`src/design/cbpg_pkg.sv`:
```
`default_nettype none

package cbpg_pkg;

    // field widths
    localparam int COORD_W      = 16;
    localparam int CNT_W        = 6;
    localparam int OUT_W        = 24;
    localparam int FRAC_BITS    = 8;
    localparam int MAX_SEGMENTS = 63;

    // stream packing
    localparam int IN_TDATA_W   = 136;
    localparam int OUT_TDATA_W  = 56;

    // datapath widths
    localparam int SQ_W         = 2 * CNT_W;   // products of two 6-bit values
    localparam int WGT_W        = 18;          // cubic weights, n^3 <= 250047
    localparam int PROD_W       = 34;          // weight times coordinate, also the weighted sum
    localparam int DIVS_W       = WGT_W + 1;   // divisor 2*n^3
    localparam int DVD_W        = 43;          // dividend 2*|num|*256 + n^3
    localparam int QUO_W        = OUT_W;       // rounded magnitude, up to 2^23

    typedef struct packed {
        logic signed [COORD_W-1:0] x;
        logic signed [COORD_W-1:0] y;
    } t_point;

    typedef struct packed {
        t_point p0;   // start
        t_point p1;   // control near start
        t_point p2;   // control near end
        t_point p3;   // end
    } t_curve;

    typedef struct packed {
        logic [CNT_W-1:0] idx;
        logic             last;
    } t_tag;

    // one point request from the sequencer
    typedef struct packed {
        logic             valid;
        t_tag             tag;
        logic [CNT_W-1:0] n;
        t_curve           curve;
    } t_job;

    // divider request for both coordinates
    typedef struct packed {
        logic              valid;
        t_tag              tag;
        logic              neg_x;
        logic              neg_y;
        logic [DVD_W-1:0]  dvd_x;
        logic [DVD_W-1:0]  dvd_y;
        logic [DIVS_W-1:0] dvs;
    } t_div;

    // rounded magnitudes leaving the divider
    typedef struct packed {
        logic             valid;
        t_tag             tag;
        logic             neg_x;
        logic             neg_y;
        logic [QUO_W-1:0] quo_x;
        logic [QUO_W-1:0] quo_y;
    } t_quo;

endpackage

`default_nettype wire

```
`src/design/cbpg_sequencer.sv`:
```
`default_nettype none

module cbpg_sequencer (
    input  wire logic                      i_clk,
    input  wire logic                      i_rst_n,
    input  wire logic                      i_valid,
    output logic                           o_ready,
    input  wire cbpg_pkg::t_curve          i_curve,
    input  wire logic [cbpg_pkg::CNT_W-1:0] i_count,
    input  wire logic                      i_advance,
    output cbpg_pkg::t_job                 o_job
);
    import cbpg_pkg::*;

    logic             r_busy;
    logic [CNT_W-1:0] r_idx;
    logic [CNT_W-1:0] r_n;
    t_curve           r_curve;

    logic [CNT_W-1:0] w_count_sat;
    logic             w_last;

    assign o_ready     = !r_busy;
    assign w_count_sat = (i_count > CNT_W'(MAX_SEGMENTS)) ? CNT_W'(MAX_SEGMENTS) : i_count;
    assign w_last      = (r_idx == r_n);

    always_ff @(posedge i_clk) begin
        if (!i_rst_n) begin
            r_busy <= 1'b0;
        end else if (!r_busy) begin
            // a zero count is taken and produces nothing
            if (i_valid) begin
                r_busy <= (w_count_sat != '0);
            end
        end else if (i_advance && w_last) begin
            r_busy <= 1'b0;
        end
    end

    always_ff @(posedge i_clk) begin
        if (!r_busy && i_valid) begin
            r_idx   <= '0;
            r_n     <= w_count_sat;
            r_curve <= i_curve;
        end else if (r_busy && i_advance) begin
            r_idx <= r_idx + CNT_W'(1);
        end
    end

    always_comb begin
        o_job.valid    = r_busy;
        o_job.tag.idx  = r_idx;
        o_job.tag.last = w_last;
        o_job.n        = r_n;
        o_job.curve    = r_curve;
    end

endmodule

`default_nettype wire

```
`config.mk`:
```
export PLATFORM = sky130hd
export DESIGN_NAME = cbpg_sequencer
export DESIGN_NICKNAME = d
export VERILOG_FILES = /design/src/design/cbpg_pkg.sv /design/src/design/cbpg_sequencer.sv
export SDC_FILE = /design/constraint.sdc
export NUM_CORES = 1
export LEC_CHECK = 0
export BUFFER_PORTS_ARGS = -buffer_cell sky130_fd_sc_hd__buf_2
export CAP_MARGIN = 0
export CORE_AREA = 4 4 134 84
export CTS_CLUSTER_DIAMETER = 50
export CTS_CLUSTER_SIZE = 12
export DETAILED_ROUTE_END_ITERATION = 7
export DIE_AREA = 0 0 138 88
export PLACE_DENSITY = 0.95
export SYNTH_ARGS = -nofsm -noshare
export SYNTH_HDL_FRONTEND = slang
export SYNTH_SLANG_ARGS = --single-unit
```
`constraint.sdc`:
```
create_clock -name i_clk -period 9.3 [get_ports i_clk]
set_input_delay 1.395 -clock i_clk [delete_from_list [all_inputs] [get_ports i_clk]]
set_output_delay 1.395 -clock i_clk [all_outputs]
set_load 0.02 [all_outputs]
```
## After elaboration in Yosys (flattened, before gate mapping)

Cells that the tools add are included.

| operators by class | value |
|---|---|
| $add $sub $neg | 1 |
| magnitude comparators | 1 |
| equal/unequal tests | 1 |
| muxes and demuxes | 4 |
| reduce and logical (&&, ||, !) cells | 5 |

Operators by type and width:

| kind | count |
|---|---|
| adder 6 x 1 -> 6 bit, second input constant | 1 |
| == test 6 bit | 1 |
| > comparator 6 bit, second input constant | 1 |
| 2-to-1 mux 6 bit | 1 |
| nonzero test 6 bit | 1 |
| logical AND 1 bit | 3 |
| 2-to-1 mux 1 bit | 3 |
| logical NOT 1 bit | 1 |

| word-level totals | value |
|---|---|
| flip-flop bits (word level) | 141 |
| input port bits | 138 |
| word-level logic and storage cells | 23 |

## Depth between registers and ports, before layout

| logic depth | value |
|---|---|
| depth in word-level cells | 5 |
| mapped depth | 5 |
| depth with buffers taken out | 4 |

## Least setup slack after synthesis

OpenSTA, ideal clock, no wires.

| path | value |
|---|---|
| kind | input-to-reg |
| start point | input i_valid |
| end point | register r_curve (netlist bit o_job[0]) (enable) |
| setup time | 549 ps |
| arrival time | 5279 ps |
| required time | 8751 ps |
| slack | 3472 ps |
| stages | 2 |
| path buffers | 1 |
| path through | nor2b_1 > clkbuf_1 |

| between the ends | value |
|---|---|
| word-level cells in the longest chain between the ends | 1 |

Ends and longest elaborated chain:

| item | line | source |
|---|---|---|
| from (decl) | cbpg_sequencer.sv:6 | `input wire logic i_valid,` |
| logical AND 1 bit | cbpg_sequencer.sv:41 | `if (!r_busy && i_valid) begin` |
| to (signal assigned) | cbpg_sequencer.sv:44 | `r_curve <= i_curve;` |
| to (decl) | cbpg_sequencer.sv:18 | `t_curve r_curve;` |

No other way between the ends.
A chain may end at the register's enable or synchronous reset.

## Worst setup path in the final report

| path | value |
|---|---|
| start point | input i_valid |
| end point | register r_curve (netlist bit o_job[29]) (enable) |

The elaborated chain is that of the path after synthesis.

==> summary.md <==
## Place
- Post-DP Area: 0.00598 mm^2
- Detail Placement HPWL: 8840 um
- quantity of I/O buffers inserted on ports: 280
- GPL Wtd Cong: 0.889
- placed instance count: 591

## Worst hold path
- worst min path class: flop to flop

## Setup path
- critical path data arrival time: 3.14 ns
- largest fanout on the critical path: 75
- critical path cell sequence: buf_2 -> nor2b_4 -> buf_4 -> buf_4
- Most Frequent Cell on Critical Path: sky130_fd_sc_hd__buf_4
- Critical Setup Path Class: input pin to flop
- endpoint kind of the worst setup timing path: flop
- startpoint type of the worst setup path: input pin
- slowest cell delay on critical path: 0.81 ns
- slowest stage cell, crit path: sky130_fd_sc_hd__buf_4
- Req. time, crit path: 9.32 ns

## Routing
- post-DR vias/cell: 4.57
- first-pass iteration count of the detailed router: 4
- total wire length: 11600 um
- via count: 2845
- number of DRC violations after detailed routing: 0
- remaining antenna violation count: 0
- post-DR wirelength/cell: 18.6 um
- drt initial violations: 132

## Timing
- worst slack on hold paths: 0.595 ns
- maximum frequency from static timing analysis: 321 MHz
- max-slew violation total from the final report: 0
- Tightest Pin Transition: 0.912 ns
- Tcrit/Tclk final: 33.5%
- sum of negative setup slack: 0 ns
- Post-Route Skew: 0.00994 ns
- final number of hold-violating endpoints: 0
- Finish-stage setup viols: 0
- unrepaired setup endpoints after global routing: no
- remaining max-slew budget at the tightest pin: 39.2%
- Final min period: 3.12 ns

## Global routing
- maximum number of pins on one net before global-route repair: 76
- first-pass GRT wire length: 16900 um
- initial antenna violation count: 1
- total congestion overflow after global routing: 0
- overall fraction of global-route tracks in use: 18.9%
- via count of the first global-routing pass: 3024

## Logic synthesis
- Post-Syn Instances: 184
- syn_nets: 323
- Synth async-reset ratio: 0%
- largest cells by area after synthesis: sky130_fd_sc_hd__edfxtp_1 (91%), sky130_fd_sc_hd__dfxtp_1 (3.2%), sky130_fd_sc_hd__xor2_1 (1.2%)
- distinct cell type count after synthesis: 22
- leading area contributor after synthesis: sky130_fd_sc_hd__edfxtp_1
- Synth Register Bits: 141
- Syn. warnings: 0
- Post-synth EDFFs: 134
- post-synthesis sequential area ratio: 93.7%
- area fraction of the dominant cell type after synthesis: 90.6%
- per-instance average area after synthesis: 24.1 um^2
- prevailing post-synth register cell: sky130_fd_sc_hd__edfxtp_1
- Post-Syn Area: 0.00444 mm^2

## Finish
- number of filler instances in the final layout: 709
- antenna diode count: 0
- area added between synthesis and finish: 48.1%
- fin area: 0.00658 mm^2
- # nets final: 614
- share of cells above drive strength 1: 64.3%
- filler-free cell count of the finished design: 623

## CTS
- clock input transition at the sequential cells of the worst setup and hold paths: 0.06 ns
- buffer levels on the longest clock path: 2
- H-tree level count: 4
- number of hold buffers added after CTS: 0
- clock tree from TritonCTS: built
- clk_lat worst skew: 0.40 ns
- post-CTS setup repair buffer count: 0
- number of resized instances in the post-cts repair step: 0
- CTS Root Buffer Type: sky130_fd_sc_hd__clkbuf_16
- number of clock buffers inserted by TritonCTS: 17
- number of sinks driven by the clock tree: 141

## Floorplanning
- placeable core area: 0.00988 mm^2
- io pins: 281
- Die X-Extent: 138 um
- die boundary height: 88 um
- die footprint: 0.0121 mm^2
- initial core utilization: 45.0%
- total number of placement rows: 28

## Power and ir drop
- fraction of power consumed by sequential logic: 48.2%
- Clock Power Share: 43.3%
- reported net switching power: 0.346 mW
- power density normalized to cell area: 236 mW/mm^2
- maximum resistive drop on vdd: 0.000142 V
- LEAKAGE: 2.84 nW
- Comb pwr share: 8.4%
- Power Internal: 1.21 mW
- Switching Fraction: 22.3%

## Run status
- status: finished, final reports clean

## Flow run
- Maximum Capacitance Violations: 0

-- cells by family (layout without fill, tap and decap cells) --
family                   Yosys count  count (layout)  synth area share [%]
flip-flops                       141             141                  93.7
adder cells (fa/ha/maj)            1               1                 0.282
AND/OR/NAND/NOR                   16              16                  1.80
XOR/XNOR                          11              11                  2.17
buffers and inverters             11             315                  1.27
multiplexers                       1               1                 0.225
AO/OA/AOI/OAI                      3               3                 0.507
-- worst max-delay path, delay by kind of cell --
family	cells	cell delay [ns]
buffers and inverters	3	1.53
AND/OR/NAND/NOR	1	0.12
-- power groups by stage --
stage | combinational (mW) | sequential, mW | clock (mW)
global route | 0.140 | 0.752 | 0.719
finish | 0.131 | 0.749 | 0.673
detailed placement | 0.132 | 0.763 | 0
CTS | 0.133 | 0.750 | 0.687
floorplan | 0.0194 | 0.812 | 0
global placement | 0.128 | 0.760 | 0
-- placed cells by master (no fill, tap or decap), drive strengths merged --
cell type / netlist / layout
xnor2: 5 / 5
and2: 1 / 1
or4: 1 / 1
clkinv: 0 / 6
edfxtp: 134 / 134
mux2i: 1 / 1
nand4: 3 / 3
o31a: 1 / 1
o21ai: 1 / 1
clkbuf: 6 / 18
xor2: 6 / 6
nand2: 2 / 2
dfxtp: 7 / 7
nor3: 1 / 1
nor2: 6 / 6
nor2b: 1 / 1
ha: 1 / 1
clkinvlp: 0 / 2
inv: 1 / 4
a21oi: 1 / 1
bufinv: 0 / 3
buf: 3 / 282
and3: 1 / 1
-- final cells by class --
cell class	count	area, um^2	area share [%]
well taps	135	169	2.57
repair buffers	282	1420	21.5
multi-input cells	32	229	3.48
flip-flops and latches	141	4160	63.3
clock buffers	18	429	6.52
inverters	1	3.75	0.0571
clock inverters	14	168	2.55
-- layer usage --
layer  routed length (um)  share of wire, %  vias up  track usage [%]
li1                     -                 -     1297                -
met2                 5980                52      169             32.1
met3                 1120               9.7       14             8.13
met4                  117               1.0        2             7.09
met1                 4340                38     1363             21.8
met5                   13              0.11        -                0
-- Yosys cell counts, drive strengths merged, types with 2 or more instances --
| library cell | count |
|---|---|
| clkbuf | 6 |
| nand4 | 3 |
| dfxtp | 7 |
| buf | 3 |
| xnor2 | 5 |
| nand2 | 2 |
| edfxtp | 134 |
| xor2 | 6 |
| nor2 | 6 |
-- final timing paths --
kind | slack, ns | cells past startpoint | from | endpoint
worst max-delay path | 6.18 | 4 | i_valid | o_job[29]
worst max register to register | 6.88 | 3 | r_busy | o_job[29]
worst min-delay path | 0.60 | 2 | r_idx[4] | r_idx[4]
worst min register to register | 0.60 | 2 | r_idx[4] | r_idx[4]
-- stage by stage --
step	setup WS [ns]	utilization, %	power [mW]
2_1_floorplan	3.47	-	0.831
3_3_place_gp	5.87	60.5	0.888
3_5_place_dp	5.78	60.5	0.895
4_1_cts	6.20	66.6	1.57
5_1_grt	6.05	66.6	1.61
6_report	6.18	66.6	1.55
-- registers in the layout, summed over array words and instances (netlist names) --
signal / count
o_job: 128
r_busy: 1
r_n: 6
r_idx: 6
No activity file was read; power rests on OpenSTA's default activity.
